<file path="src/krt_pkg.sv">
// Package for the keyed record table: table sizing, operation and status codes,
// sequencer states and output field helpers. No dependencies.
`default_nettype none

package krt_pkg;

   localparam int TABLE_DEPTH = 16;
   localparam int IDX_W       = $clog2(TABLE_DEPTH);
   localparam int CNT_W       = $clog2(TABLE_DEPTH + 1);

   localparam int KEY_W   = 20;
   localparam int VALUE_W = 32;
   localparam int POS_W   = 4;
   localparam int COUNT_W = 5;

   typedef enum logic [1:0] {
      OP_ADD    = 2'd0,
      OP_DELETE = 2'd1,
      OP_UPDATE = 2'd2,
      OP_LOOKUP = 2'd3
   } op_type;

   typedef enum logic [1:0] {
      STAT_OK      = 2'd0,
      STAT_DUP     = 2'd1,
      STAT_FULL    = 2'd2,
      STAT_MISSING = 2'd3
   } status_type;

   typedef enum logic [2:0] {
      ST_IDLE,
      ST_SCAN,
      ST_EXEC,
      ST_SHIFT,
      ST_RESP
   } state_type;

   // Low bits of a table index, zero-extended for narrow tables.
   function automatic logic [POS_W-1:0] to_position(input logic [IDX_W-1:0] idx);
      logic [IDX_W+POS_W-1:0] wide;
      wide = {{POS_W{1'b0}}, idx};
      return wide[POS_W-1:0];
   endfunction

   // Low bits of the entry count, zero-extended for narrow tables.
   function automatic logic [COUNT_W-1:0] to_count(input logic [CNT_W-1:0] cnt);
      logic [CNT_W+COUNT_W-1:0] wide;
      wide = {{COUNT_W{1'b0}}, cnt};
      return wide[COUNT_W-1:0];
   endfunction

endpackage

`default_nettype wire

</file>
<file path="src/keyed_record_table_core.sv">
// Keyed record table core: ordered key/payload table with add, delete, update
// and lookup, run by a small sequencer over one memory write port and one read port. Uses krt_pkg.
//
//   channel   dir   handshake              payload
//   req       in    req_tvalid/req_tready  tuser: kind; tdata: entry_key, entry_value
//   rsp       out   rsp_tvalid/rsp_tready  tuser: status; tdata: found_value,
//                                          position, entry_count
//
// Sequence: one word at a time. A word is accepted, the held entries are scanned
// through the registered memory read port until the key matches, the operation
// executes, a delete then shifts later entries down, and the result waits in the
// result register. The single read port of the key/payload memory sets the pace:
// one entry per cycle.
// Reset: synchronous, active high; empties the table (fill count zero). The
// memory is not cleared: entries at or above the fill count are never used.
// Stalls: req_tready is high only while idle; a result holds in its register
// until rsp_tready takes it.
`default_nettype none

module keyed_record_table_core (
   input  wire logic        clock,
   input  wire logic        reset,
   input  wire logic        req_tvalid,
   output logic             req_tready,
   input  wire logic [55:0] req_tdata,   // [19:0] entry_key, [51:20] entry_value, rest zero
   input  wire logic [1:0]  req_tuser,   // [1:0] kind
   output logic             rsp_tvalid,
   input  wire logic        rsp_tready,
   output logic [47:0]      rsp_tdata,   // [31:0] found_value, [35:32] position,
                                         // [40:36] entry_count, rest zero
   output logic [1:0]       rsp_tuser    // [1:0] status
);

   localparam int AW = krt_pkg::IDX_W;
   localparam int CW = krt_pkg::CNT_W;
   localparam int KW = krt_pkg::KEY_W;
   localparam int VW = krt_pkg::VALUE_W;

   // Key and payload memory: one write and one registered read per cycle.
   logic [KW-1:0] key_mem [krt_pkg::TABLE_DEPTH];
   logic [VW-1:0] val_mem [krt_pkg::TABLE_DEPTH];

   krt_pkg::state_type  state_ff, state_in;
   krt_pkg::op_type     kind_ff, kind_in;
   krt_pkg::status_type status_ff, status_in;

   logic [KW-1:0] key_ff, key_in;
   logic [VW-1:0] value_ff, value_in;
   logic [CW-1:0] fill_ff, fill_in;
   logic [CW-1:0] scan_ff, scan_in;      // next address to read
   logic          pend_ff, pend_in;      // read data register holds a live entry
   logic [AW-1:0] pend_idx_ff, pend_idx_in;
   logic          hit_ff, hit_in;
   logic [AW-1:0] hit_idx_ff, hit_idx_in;
   logic [VW-1:0] found_ff, found_in;
   logic [krt_pkg::POS_W-1:0] pos_ff, pos_in;

   logic [KW-1:0] rd_key_ff;
   logic [VW-1:0] rd_val_ff;
   logic [AW-1:0] rd_addr;
   logic          mem_we;
   logic [AW-1:0] wr_addr;
   logic [KW-1:0] wr_key;
   logic [VW-1:0] wr_val;

   // Memory: write port and registered read port.
   always_ff @(posedge clock) begin
      if (mem_we) begin
         key_mem[wr_addr] <= wr_key;
         val_mem[wr_addr] <= wr_val;
      end
      rd_key_ff <= key_mem[rd_addr];
      rd_val_ff <= val_mem[rd_addr];
   end

   // Control state.
   always_ff @(posedge clock) begin
      if (reset) begin
         state_ff <= krt_pkg::ST_IDLE;
         fill_ff  <= '0;
         pend_ff  <= 1'b0;
      end else begin
         state_ff <= state_in;
         fill_ff  <= fill_in;
         pend_ff  <= pend_in;
      end
   end

   // Payload and working registers.
   always_ff @(posedge clock) begin
      kind_ff     <= kind_in;
      key_ff      <= key_in;
      value_ff    <= value_in;
      scan_ff     <= scan_in;
      pend_idx_ff <= pend_idx_in;
      hit_ff      <= hit_in;
      hit_idx_ff  <= hit_idx_in;
      found_ff    <= found_in;
      pos_ff      <= pos_in;
      status_ff   <= status_in;
   end

   // Sequencer: next state, memory port control and result fields.
   always_comb begin
      state_in    = state_ff;
      kind_in     = kind_ff;
      key_in      = key_ff;
      value_in    = value_ff;
      fill_in     = fill_ff;
      scan_in     = scan_ff;
      pend_in     = pend_ff;
      pend_idx_in = pend_idx_ff;
      hit_in      = hit_ff;
      hit_idx_in  = hit_idx_ff;
      found_in    = found_ff;
      pos_in      = pos_ff;
      status_in   = status_ff;
      rd_addr     = scan_ff[AW-1:0];
      mem_we      = 1'b0;
      wr_addr     = hit_idx_ff;
      wr_key      = key_ff;
      wr_val      = value_ff;

      unique case (state_ff)
         krt_pkg::ST_IDLE: begin
            if (req_tvalid) begin
               kind_in  = krt_pkg::op_type'(req_tuser[1:0]);
               key_in   = req_tdata[KW-1:0];
               value_in = req_tdata[KW+VW-1:KW];
               scan_in  = '0;
               pend_in  = 1'b0;
               hit_in   = 1'b0;
               state_in = krt_pkg::ST_SCAN;
            end
         end

         krt_pkg::ST_SCAN: begin
            // Compare last cycle's read while issuing the next one.
            if (pend_ff && rd_key_ff == key_ff) begin
               hit_in     = 1'b1;
               hit_idx_in = pend_idx_ff;
               found_in   = rd_val_ff;
               pend_in    = 1'b0;
               state_in   = krt_pkg::ST_EXEC;
            end else if (scan_ff < fill_ff) begin
               pend_in     = 1'b1;
               pend_idx_in = scan_ff[AW-1:0];
               scan_in     = scan_ff + CW'(1);
            end else begin
               pend_in = 1'b0;
               if (!pend_ff) begin
                  state_in = krt_pkg::ST_EXEC;
               end
            end
         end

         krt_pkg::ST_EXEC: begin
            found_in  = '0;
            status_in = krt_pkg::STAT_OK;
            pos_in    = '0;
            state_in  = krt_pkg::ST_RESP;
            if (kind_ff == krt_pkg::OP_ADD) begin
               priority if (hit_ff) begin
                  status_in = krt_pkg::STAT_DUP;
                  pos_in    = krt_pkg::to_position(hit_idx_ff);
               end else if (fill_ff == CW'(krt_pkg::TABLE_DEPTH)) begin
                  status_in = krt_pkg::STAT_FULL;
               end else begin
                  // Append at the end.
                  mem_we  = 1'b1;
                  wr_addr = fill_ff[AW-1:0];
                  pos_in  = krt_pkg::to_position(fill_ff[AW-1:0]);
                  fill_in = fill_ff + CW'(1);
               end
            end else if (!hit_ff) begin
               status_in = krt_pkg::STAT_MISSING;
            end else begin
               pos_in = krt_pkg::to_position(hit_idx_ff);
               unique case (kind_ff)
                  krt_pkg::OP_DELETE: begin
                     // Start compaction at the entry after the removed one.
                     scan_in  = CW'(hit_idx_ff) + CW'(1);
                     pend_in  = 1'b0;
                     state_in = krt_pkg::ST_SHIFT;
                  end
                  krt_pkg::OP_UPDATE: begin
                     mem_we = 1'b1;
                  end
                  krt_pkg::OP_LOOKUP: begin
                     found_in = found_ff;
                  end
                  default: begin
                     status_in = krt_pkg::STAT_OK;
                  end
               endcase
            end
         end

         krt_pkg::ST_SHIFT: begin
            // Write the entry read last cycle one place down.
            if (pend_ff) begin
               mem_we  = 1'b1;
               wr_addr = pend_idx_ff - AW'(1);
               wr_key  = rd_key_ff;
               wr_val  = rd_val_ff;
            end
            if (scan_ff < fill_ff) begin
               pend_in     = 1'b1;
               pend_idx_in = scan_ff[AW-1:0];
               scan_in     = scan_ff + CW'(1);
            end else begin
               pend_in = 1'b0;
               if (!pend_ff) begin
                  fill_in  = fill_ff - CW'(1);
                  state_in = krt_pkg::ST_RESP;
               end
            end
         end

         krt_pkg::ST_RESP: begin
            if (rsp_tready) begin
               state_in = krt_pkg::ST_IDLE;
            end
         end

         default: begin
            state_in = krt_pkg::ST_IDLE;
         end
      endcase
   end

   assign req_tready = (state_ff == krt_pkg::ST_IDLE);
   assign rsp_tvalid = (state_ff == krt_pkg::ST_RESP);
   assign rsp_tuser  = status_ff;
   assign rsp_tdata  = {7'd0, krt_pkg::to_count(fill_ff), pos_ff, found_ff};

endmodule

`default_nettype wire

</file>
<file path="config.mk">
export PLATFORM = sky130hd
export DESIGN_NAME = keyed_record_table_core
export DESIGN_NICKNAME = d
export VERILOG_FILES = /design/src/krt_pkg.sv /design/src/keyed_record_table_core.sv
export SDC_FILE = /design/constraint.sdc
export NUM_CORES = 1
export LEC_CHECK = 0
export BUFFER_PORTS_ARGS = -buffer_cell sky130_fd_sc_hd__buf_4
export CAP_MARGIN = 20
export CORE_ASPECT_RATIO = 1.25
export CORE_MARGIN = 2
export CORE_UTILIZATION = 45
export DETAILED_ROUTE_END_ITERATION = 10
export GPL_TIMING_DRIVEN = 1
export PLACE_DENSITY = 0.68
export SYNTH_ARGS = -nofsm -noshare
export SYNTH_HDL_FRONTEND = slang
export SYNTH_SLANG_ARGS = --single-unit
</file>
<file path="constraint.sdc">
create_clock -name clock -period 4.8 [get_ports clock]
set_input_delay 1.44 -clock clock [delete_from_list [all_inputs] [get_ports clock]]
set_output_delay 1.44 -clock clock [all_outputs]
set_load 0.1 [all_outputs]
</file>
==> flow_metrics.env, run 1 <==
export IMPL_status="finished, final reports clean"
export IMPL_hold_class="flip-flop to flip-flop"
export IMPL_holdWs_ns=0.482
export IMPL_initial_utilization_pct=45.6
export IMPL_ys_ff_latch=999
export IMPL_globalplace_congestion=0.791
export IMPL_drt_iter0_markers=1484
export IMPL_cp_end_kind="flip-flop"
export IMPL_regToRegEndpoint="found_ff[7]$_SDFFCE_PP0P_"
export IMPL_synthFlopType="edfxtp_1"
export IMPL_fin_cells=2964
export IMPL_dp_cells=2789
export IMPL_cts_root_buffer="clkbuf_16"
export IMPL_switching_share_pct=28.5
export IMPL_crit_type="flip-flop to flip-flop"
export IMPL_rsz0062_at_grt="no"
export IMPL_core_area_sq_um=83000
export IMPL_cp_data_required_time_ns=5.11
export IMPL_netlist_instances=1642
export IMPL_worstPathArrival_ns=3.98
export IMPL_final_common_cell="edfxtp_1"
export IMPL_max_cap_violations=0
export IMPL_crit_start="key_ff[7]$_DFFE_PP_"
export IMPL_p_switching_uw=7130
export IMPL_antenna_left=0
export IMPL_cts_max_level=3
export IMPL_wl_um=77600
export IMPL_synth_distinct_cells=59
export IMPL_ff2ff_path_depth=7
export IMPL_io_buffers=102
export IMPL_ys_seq_area_share_pct=77.7
export IMPL_final_max_slew_viol_count=0
export IMPL_hold_violations=0
export IMPL_skew_ns=0.0302
export IMPL_die_y_um=328
export IMPL_n_antenna_cell=0
export IMPL_p_int_uw=17900
export IMPL_power_total_uw=25000
export IMPL_pre_cts_ws_ns=1.07
export IMPL_antenna_found_initial=2
export IMPL_combinationalPowerShare_pct=25.1
export IMPL_wl_per_cell_um=26.2
export IMPL_leakagePower_uw=0.0138
export IMPL_clk_insertion_delay_late_ns=0.67
export IMPL_grt_total_usage_pct=18.3
export IMPL_synth_edf_count=938
export IMPL_cts_max_path_buffers=3
export IMPL_cts_buffers=93
export IMPL_synth_warnings=0
export IMPL_vdd_drop_max_v=0.000460
export IMPL_routed_via_density=5.70
export IMPL_fin_crit_sh_pct=76.4
export IMPL_dr_pass1_iters=7
export IMPL_finalSetupViolCount=0
export IMPL_die_area_sq_um=86400
export IMPL_layout_common_cells="938 x edfxtp_1, 260 x mux4_2, 115 x buf_4"
export IMPL_p_seq_share_pct=44.6
export IMPL_clockPowerShare_pct=30.4
export IMPL_crit_end="found_ff[7]$_SDFFCE_PP0P_"
export IMPL_grt_pass1_wl_um=117000
export IMPL_cts_resized=0
export IMPL_ctsHoldBuffers=0
export IMPL_vias=16893
export IMPL_finalCriticalPeriod_ns=3.67
export IMPL_power_density_nw_per_um2=573
export IMPL_fmax_mhz=273
export IMPL_io_pins=114
export IMPL_finalNetCount=1877
export IMPL_synth_area_sq_um=37800
export IMPL_cts_tree="done"
export IMPL_ys_async_sr_fraction_pct=0
export IMPL_cts_sinks=999
export IMPL_route_detailed_drc=0
export IMPL_rows=118
export IMPL_tns_ns=0
export IMPL_grt_max_degree=161
export IMPL_drive_gt1_share_pct=34.0
export IMPL_finalWorstSetupSlack_ns=1.13
export IMPL_crit_path_max_fanout=21
export IMPL_regToRegSetupSlack_ns=1.13
export IMPL_gr_total_overflow=0
export IMPL_area_growth_pct=15.3
export IMPL_clk_pin_slew_ns=0.07
export IMPL_cp_start_kind="flip-flop"
export IMPL_die_x_um=263
export IMPL_worst_pin_slew_ns=1.10
export IMPL_post_cts_repair_setup_buffers=0
export IMPL_timing_rr_start="key_ff[7]$_DFFE_PP_"
export IMPL_dp_hpwl_um=40000
export IMPL_relSlewSlack_pct=26.8
export IMPL_grt_pass1_vias=17966
export IMPL_avgSynthCellArea_sq_um=23.0
[final cells by class]
type	count	area (sq um)
sequential	999	29400
multi-input combinational	554	8160
inverter	12	45.0
tap	1080	1350
timing repair buffer	144	1440
clock inverter	50	583
clock buffer	125	2610
fill	6279	39400
[through the flow]
step / utilization, % / area, sq um
6_report: 52.5 / 43600
5_1_grt: 52.5 / 43600
4_1_cts: 52.5 / 43600
3_5_place_dp: 48.7 / 40400
3_3_place_gp: 48.7 / 40400
2_1_floorplan: - / 37800
[worst max-delay path, cell delays in order, from the launching register on]
cell	delay [ns]
edfxtp_1	0.41
xor2_1	0.17
nor4_1	0.57
nand4_1	0.35
or2_2	0.42
nor2_1	0.39
a21o_2	0.53
buf_4	0.42
[worst min path at each step]
stage	end	cells after the start	slack [ns]	from
after floorplan	pend_idx_ff[0]$_DFFE_PP_	0	0.42	scan_ff[0]$_SDFFCE_PN0P_
after global placement	hit_idx_ff[3]$_DFFE_PP_	0	0.46	pend_idx_ff[3]$_DFFE_PP_
after detailed placement	hit_idx_ff[3]$_DFFE_PP_	0	0.47	pend_idx_ff[3]$_DFFE_PP_
after CTS	hit_idx_ff[3]$_DFFE_PP_	0	0.48	pend_idx_ff[3]$_DFFE_PP_
after global routing	hit_idx_ff[3]$_DFFE_PP_	0	0.49	pend_idx_ff[3]$_DFFE_PP_
final	hit_idx_ff[3]$_DFFE_PP_	0	0.48	pend_idx_ff[3]$_DFFE_PP_
[metal layers]
layer	GRT usage [%]	vias to the layer above	share of wire, %
li1	-	7189	-
met3	2.13	109	4.7
met4	6.72	0	2.8
met1	24.4	9103	41
met5	0	-	0
met2	31.4	492	52
[registers in the layout (all words and copies together) (netlist names)]
register and count:
val_mem 512, key_mem 320, found_ff 32, rd_val_ff 32, value_ff 32, key_ff 20
rd_key_ff 20, fill_ff 5, scan_ff 5, hit_idx_ff 4, pend_idx_ff 4, pos_ff 4
state_ff 3, kind_ff 2, rsp_tuser 2, hit_ff 1, pend_ff 1
[power by group through the flow]
stage | Combinational [uW] | Sequential, uW | Clock, uW
CTS | 6390 | 11100 | 7730
global route | 6720 | 11200 | 8050
detailed placement | 6370 | 11300 | 0
floorplan | 4220 | 11900 | 0
finish | 6270 | 11100 | 7580
global placement | 6270 | 11300 | 0
[cell families (layout without fill, tap and decap cells)]
group | Yosys count | count (layout) | synth area share [%]
compound gates | 54 | 54 | 1.00
buf+inv | 95 | 331 | 1.11
simple gates | 138 | 138 | 1.96
fa+ha+maj | 11 | 11 | 0.384
flops | 999 | 999 | 77.7
other cells | 1 | 7 | 0.00992
xor+xnor | 27 | 27 | 0.626
mux | 317 | 317 | 17.2
[cells in the mapped netlist, drive strengths merged (2+ instances only)]
library cell | count | area, sq um
edfxtp | 938 | 28200
mux4 | 260 | 5860
dfxtp | 61 | 1220
mux2 | 55 | 619
buf | 46 | 234
clkbuf | 37 | 139
and2 | 36 | 225
nor2 | 33 | 124
nand2 | 23 | 86.3
xor2 | 19 | 166
a21oi | 13 | 65.1
inv | 12 | 45.0
ha | 10 | 125
nand3 | 10 | 50.1
nor3 | 8 | 51.3
o21ai | 8 | 40.0
xnor2 | 8 | 70.1
a21o | 6 | 46.3
nand2b | 4 | 25.0
nor2b | 4 | 25.0
nor4 | 4 | 25.0
nor3b | 3 | 27.5
o211ai | 3 | 22.5
or2 | 3 | 18.8
or3 | 3 | 25.0
a211o | 2 | 17.5
a211oi | 2 | 15.0
a22o | 2 | 17.5
a31oi | 2 | 12.5
mux2i | 2 | 20.0
nor4b | 2 | 17.5
o221a | 2 | 22.5
o221ai | 2 | 17.5
o22ai | 2 | 12.5
o31a | 2 | 17.5
o31ai | 2 | 20.0
Note: power is estimated with default switching activity, not from simulation.
==> inputs of run 2 (changes only) <==
ABC_AREA = 1   (was not set)
PLACE_DENSITY = 0.7   (was 0.68)
clock period = 3.05 ns   (was 4.8 ns; I/O delays follow)
==> flow_metrics.env, run 2 <==
export IMPL_ys_async_sr_fraction_pct=0
export IMPL_regToRegEndpoint="key_mem[3][3]$_DFFE_PP_"
export IMPL_vdd_drop_max_v=0.000676
export IMPL_cts_max_path_buffers=3
export IMPL_cp_end_kind="flip-flop"
export IMPL_power_density_nw_per_um2=923
export IMPL_post_cts_repair_setup_buffers=0
export IMPL_finalNetCount=2941
export IMPL_rsz0062_at_grt="no"
export IMPL_netlist_instances=2742
export IMPL_power_total_uw=41400
export IMPL_final_max_slew_viol_count=0
export IMPL_max_cap_violations=0
export IMPL_layout_common_cells="938 x edfxtp_1, 405 x nor2_1, 275 x o21ai_0"
export IMPL_io_buffers=102
export IMPL_globalplace_congestion=0.829
export IMPL_relSlewSlack_pct=26.3
export IMPL_synth_top_area_share_pct=72.1
export IMPL_worst_pin_slew_ns=1.10
export IMPL_initial_utilization_pct=45.5
export IMPL_route_detailed_drc=0
export IMPL_largestRegisters="val_mem (512), key_mem (320)"
export IMPL_synthTopCellsByCount="938 x edfxtp_1, 422 x nor2_1, 275 x o21ai_0, 205 x nand2_1"
export IMPL_cp_start_kind="flip-flop"
export IMPL_min_to="value_ff[11]$_DFFE_PP_"
export IMPL_die_y_um=333
export IMPL_cts_buffers=94
export IMPL_ff2ff_path_depth=10
export IMPL_synth_distinct_cells=48
export IMPL_status="finished, final reports clean"
export IMPL_holdCritStartpoint="req_tdata[31]"
export IMPL_hold_class="input pin to flip-flop"
export IMPL_gr_total_overflow=0
export IMPL_leakagePower_uw=0.0153
export IMPL_skew_ns=0.0291
export IMPL_regToRegSetupSlack_ns=0.17
export IMPL_avgSynthCellArea_sq_um=14.2
export IMPL_regMostFlops="val_mem"
export IMPL_die_area_sq_um=89200
export IMPL_dr_pass1_iters=5
export IMPL_grt_pass1_wl_um=140000
export IMPL_worstPathArrival_ns=3.22
export IMPL_synth_warnings=0
export IMPL_min_path_cells=1
export IMPL_ys_seq_area_share_pct=75.3
export IMPL_synthFlopType="edfxtp_1"
export IMPL_antenna_found_initial=2
export IMPL_fmax_mhz=347
export IMPL_vias=23531
export IMPL_pre_cts_ws_ns=0.161
export IMPL_cts_sinks=999
export IMPL_crit_path_max_fanout=12
export IMPL_finalSetupViolCount=0
export IMPL_largest_register_ffs=512
export IMPL_yosys_area_top_type="edfxtp_1"
export IMPL_ys_top_cells_by_area="edfxtp_1 72%, nor2_1 4.1%, mux2i_1 3.6%, o21ai_0 3.5%, o221ai_1 3.2%"
export IMPL_cts_resized=0
export IMPL_io_pins=114
export IMPL_finalCriticalPeriod_ns=2.88
export IMPL_grt_max_degree=185
export IMPL_timing_rr_start="state_ff[2]$_SDFFE_PP0P_"
export IMPL_rows=120
export IMPL_ctsHoldBuffers=0
export IMPL_ys_ff_latch=999
export IMPL_fin_crit_sh_pct=94.4
export IMPL_drt_iter0_markers=2501
export IMPL_dp_hpwl_um=48200
export IMPL_area_growth_pct=14.8
export IMPL_drive_gt1_share_pct=13.7
export IMPL_cts_tree="done"
export IMPL_clk_pin_slew_ns=0.07
export IMPL_cts_max_level=3
export IMPL_tns_ns=0
export IMPL_final_common_cell="edfxtp_1"
export IMPL_synth_edf_count=938
export IMPL_synth_area_sq_um=39000
export IMPL_routed_via_density=5.73
export IMPL_finalWorstSetupSlack_ns=0.171
export IMPL_hold_violations=0
export IMPL_die_x_um=267
export IMPL_cp_data_required_time_ns=3.39
export IMPL_grt_pass1_vias=23302
export IMPL_wl_per_cell_um=22.8
export IMPL_antenna_left=0
export IMPL_clk_insertion_delay_late_ns=0.66
export IMPL_grt_total_usage_pct=20.7
export IMPL_crit_type="flip-flop to flip-flop"
export IMPL_wl_um=93800
export IMPL_core_area_sq_um=85900
export IMPL_synth_most_common_cell="edfxtp_1"
export IMPL_cts_root_buffer="clkbuf_16"
-- run 2: logic make-up (layout without fill, tap and decap cells) --
family | Yosys count | in the layout | synth area share (%)
mux | 141 | 141 | 3.61
buf+inv | 285 | 486 | 3.23
xor+xnor | 10 | 10 | 0.224
compound gates | 569 | 569 | 9.71
other cells | 1 | 9 | 0.00960
simple gates | 726 | 726 | 7.58
flops | 999 | 999 | 75.3
fa+ha+maj | 11 | 11 | 0.372
-- run 2: area by class of cell --
type,count,area (sq um)
Fill cell,6955,41100
Sequential cell,999,29400
Multi-Input combinational cell,1464,8550
Clock buffer,135,2670
Timing Repair Buffer,204,1970
Tap cell,1159,1450
Inverter,105,407
Clock inverter,42,360
Antenna cell,2,5.00
-- run 2: stage by stage --
stage | hold slack (ns) | cells | util, % | area (sq um)
floorplan | 0.449 | 2748 | - | 39200
global placement | 0.457 | 3924 | 48.6 | 41700
detailed placement | 0.473 | 3931 | 48.6 | 41800
CTS | 0.396 | 4108 | 52.2 | 44800
global route | 0.411 | 4110 | 52.2 | 44800
finish | 0.435 | 4110 | 52.2 | 44800
-- run 2: worst max path at each step --
stage,startpoint,to,cells after the start
after CTS,state_ff[2]$_SDFFE_PP0P_,key_mem[3][3]$_DFFE_PP_,10
after global routing,state_ff[2]$_SDFFE_PP0P_,val_mem[3][12]$_DFFE_PP_,10
after global placement,state_ff[2]$_SDFFE_PP0P_,val_mem[13][2]$_DFFE_PP_,6
final,state_ff[2]$_SDFFE_PP0P_,key_mem[3][3]$_DFFE_PP_,10
after detailed placement,state_ff[2]$_SDFFE_PP0P_,val_mem[3][15]$_DFFE_PP_,10
after floorplan,fill_ff[2]$_SDFFE_PP0P_,key_mem[10][0]$_DFFE_PP_,10
-- run 2: routing by layer --
layer  wire [um]  global-route usage (%)  part of all wire [%]  up-vias
met4        2850                    7.68                   3.0        0
li1            -                       -                     -    10569
met2       46700                    35.2                    50      943
met1       37600                    26.7                    40    11823
met5           0                       0                     0        -
met3        6660                    3.57                   7.1      196
-- run 2: where the power goes --
group	switching [uW]	total (uW)	internal, uW
clock network	4950	11400	6460
logic	8880	12500	3600
registers	505	17500	17000
total	14300	41400	27000
-- run 2: worst max-delay path, stage by stage (launching register included) --
cell and delay, ns:
dfxtp_1 0.40, inv_2 0.12, nand2_4 0.12, nor2_8 0.25, nand2_4 0.18, inv_2 0.24
a21oi_2 0.10, a21oi_4 0.17, nand2_2 0.17, nor2_4 0.54, buf_12 0.24
==> inputs of run 3 (changes only) <==
--- a/config.mk
+++ b/config.mk
@@ -14,5 +14,5 @@
 export DETAILED_ROUTE_END_ITERATION = 10
 export GPL_TIMING_DRIVEN = 1
-export PLACE_DENSITY = 0.7
+export PLACE_DENSITY = 0.74
 export SYNTH_ARGS = -nofsm -noshare
 export SYNTH_HDL_FRONTEND = slang
==> constraint.sdc (replaced) <==
create_clock -name clock -period 3.05 [get_ports clock]
set_input_delay 0.61 -clock clock [delete_from_list [all_inputs] [get_ports clock]]
set_output_delay 0.61 -clock clock [all_outputs]
set_load 0.1 [all_outputs]
==> flow_metrics.env, run 3 (synthesis results as in run 2) <==
export IMPL_status="finished, final reports clean"
export IMPL_hold_violations=0
export IMPL_drive_gt1_share_pct=14.3
export IMPL_initial_utilization_pct=45.5
export IMPL_ctsHoldBuffers=0
export IMPL_crit_path_max_fanout=8
export IMPL_p_int_uw=27200
export IMPL_slowest_delay_ns=0.55
export IMPL_finalCriticalPeriod_ns=2.73
export IMPL_cts_root_buffer="clkbuf_16"
export IMPL_relSlewSlack_pct=31.3
export IMPL_rows=120
export IMPL_cts_resized=0
export IMPL_cts_buffers=91
export IMPL_cts_max_path_buffers=3
export IMPL_leakagePower_uw=0.0153
export IMPL_cts_sinks=999
export IMPL_layout_common_cells="938 x edfxtp_1, 405 x nor2_1, 275 x o21ai_0"
export IMPL_grt_pass1_vias=22663
export IMPL_design_area_sq_um=45000
export IMPL_critPathBufInv=4
export IMPL_final_max_slew_viol_count=0
export IMPL_crit_type="flip-flop to flip-flop"
export IMPL_cpMostUsedCell="inv_2"
export IMPL_cp_slowest_cell="nor2_4"
export IMPL_dpl_instance_area_sq_um=41900
export IMPL_hold_class="input pin to flip-flop"
export IMPL_fin_crit_sh_pct=89.4
export IMPL_path_delay_family="simple AND/OR/NAND/NOR gates"
export IMPL_post_cts_repair_setup_buffers=0
export IMPL_switching_share_pct=34.6
export IMPL_fmax_mhz=367
export IMPL_power_density_nw_per_um2=927
export IMPL_skew_ns=0.0334
export IMPL_grt_pass1_wl_um=135000
export IMPL_die_y_um=333
export IMPL_die_area_sq_um=89200
export IMPL_ff2ff_path_depth=11
export IMPL_largestRegisters="val_mem (512), key_mem (320)"
export IMPL_final_common_cell="edfxtp_1"
export IMPL_gr_total_overflow=0
export IMPL_wl_um=89700
export IMPL_min_path_cells=1
export IMPL_holdWs_ns=0.105
export IMPL_vias=23213
export IMPL_worst_pin_slew_ns=1.02
export IMPL_wl_per_cell_um=21.8
export IMPL_drt_iter0_markers=2615
export IMPL_io_pins=114
export IMPL_antenna_found_initial=3
export IMPL_antenna_left=0
export IMPL_rsz0062_at_grt="no"
export IMPL_clk_pin_slew_ns=0.06
export IMPL_regMostFlops="val_mem"
export IMPL_grt_total_usage_pct=20.0
export IMPL_grt_max_degree=210
export IMPL_holdCritStartpoint="req_tdata[27]"
export IMPL_worstPathArrival_ns=3.10
export IMPL_core_area_sq_um=85900
export IMPL_regToRegEndpoint="val_mem[6][29]$_DFFE_PP_"
export IMPL_io_buffers=102
export IMPL_finalSetupViolCount=0
export IMPL_cp_cell_sequence="inv_2 > nor3_4 > inv_2 > nand2_4 > o22ai_2 > inv_2 > nand2_2 > nor2_4 > nand2_2 > nor2_4 > buf_4"
export IMPL_finalNetCount=2945
export IMPL_cts_tree="done"
export IMPL_max_cap_violations=0
export IMPL_tns_ns=0
export IMPL_cts_max_level=3
export IMPL_final_core_util_pct=52.3
export IMPL_regToRegSetupSlack_ns=0.32
export IMPL_clockPowerShare_pct=28.0
export IMPL_cp_data_required_time_ns=3.42
export IMPL_largest_register_ffs=512
export IMPL_globalplace_congestion=0.795
export IMPL_p_switching_uw=14400
export IMPL_timing_rr_start="state_ff[1]$_SDFFE_PP0P_"
export IMPL_routed_via_density=5.65
export IMPL_route_detailed_drc=0
export IMPL_pre_cts_ws_ns=0.360
export IMPL_finalWorstSetupSlack_ns=0.324
export IMPL_cp_start_kind="flip-flop"
export IMPL_area_growth_pct=15.1
export IMPL_clk_insertion_delay_late_ns=0.68
export IMPL_vdd_drop_max_v=0.00106
export IMPL_cp_end_kind="flip-flop"
export IMPL_dp_hpwl_um=46600
export IMPL_min_to="value_ff[7]$_DFFE_PP_"
export IMPL_dr_pass1_iters=7
export IMPL_p_seq_share_pct=41.9
export IMPL_combinationalPowerShare_pct=30.2
export IMPL_die_x_um=267
## run 3: changes by cell type in the layout (fill, tap and decap cells not counted), moves of 2 or more
cell,delta
buf_12,+3
buf_2,-3
buf_4,+7
bufinv_16,+7
clkbuf_1,-15
clkbuf_16,-6
clkbuf_8,-3
clkinv_1,-2
clkinv_2,+11
clkinv_4,-2
clkinv_8,+2
inv_16,+2
## run 3: layout make-up
cell class / count / area (sq um)
Antenna cell: 1 / 2.50
Clock buffer: 111 / 2420
Clock inverter: 58 / 657
Fill cell: 6869 / 40900
Inverter: 105 / 407
Multi-Input combinational cell: 1464 / 8550
Sequential cell: 999 / 29400
Tap cell: 1159 / 1450
Timing Repair Buffer: 211 / 2070
## run 3: per-stage QoR
stage	instances	total power [uW]
after floorplan	2748	26600
final	4108	41700
after global routing	4108	43500
after CTS	4107	41800
after global placement	3938	29900
after detailed placement	3938	30200
## run 3: power groups by stage
stage | Sequential, uW | Clock (uW) | Combinational (uW)
4_1_cts | 17400 | 11800 | 12600
6_report | 17400 | 11600 | 12600
5_1_grt | 17500 | 12300 | 13700
3_3_place_gp | 17700 | 0 | 12200
2_1_floorplan | 18900 | 0 | 7750
3_5_place_dp | 17700 | 0 | 12400
## run 3: worst max path at each step
stage / start / endpoint / slack (ns) / cells after the start
6_report: state_ff[1]$_SDFFE_PP0P_ / val_mem[6][29]$_DFFE_PP_ / 0.32 / 11
5_1_grt: state_ff[1]$_SDFFE_PP0P_ / val_mem[6][18]$_DFFE_PP_ / 0.19 / 11
4_1_cts: state_ff[1]$_SDFFE_PP0P_ / val_mem[6][18]$_DFFE_PP_ / 0.32 / 11
3_5_place_dp: state_ff[1]$_SDFFE_PP0P_ / val_mem[6][18]$_DFFE_PP_ / 0.36 / 11
3_3_place_gp: state_ff[1]$_SDFFE_PP0P_ / val_mem[6][18]$_DFFE_PP_ / 0.37 / 11
2_1_floorplan: fill_ff[2]$_SDFFE_PP0P_ / key_mem[10][0]$_DFFE_PP_ / 0.13 / 10
## run 3: per-layer routing
| layer | vias to the layer above | share of wire, % | global-route usage (%) |
|---|---|---|---|
| met3 | 189 | 7.8 | 3.20 |
| met4 | 0 | 3.8 | 8.75 |
| met5 | - | 0 | 0 |
| met2 | 1045 | 50 | 33.6 |
| li1 | 10546 | - | - |
| met1 | 11433 | 39 | 25.6 |
## run 3: worst register-to-register path: stages (launching register included)
cell and delay (ns):
dfxtp_1 0.42, inv_2 0.11, nor3_4 0.32, inv_2 0.17
nand2_4 0.11, o22ai_2 0.06, inv_2 0.09, nand2_2 0.07
nor2_4 0.10, nand2_2 0.17, nor2_4 0.55, buf_4 0.26
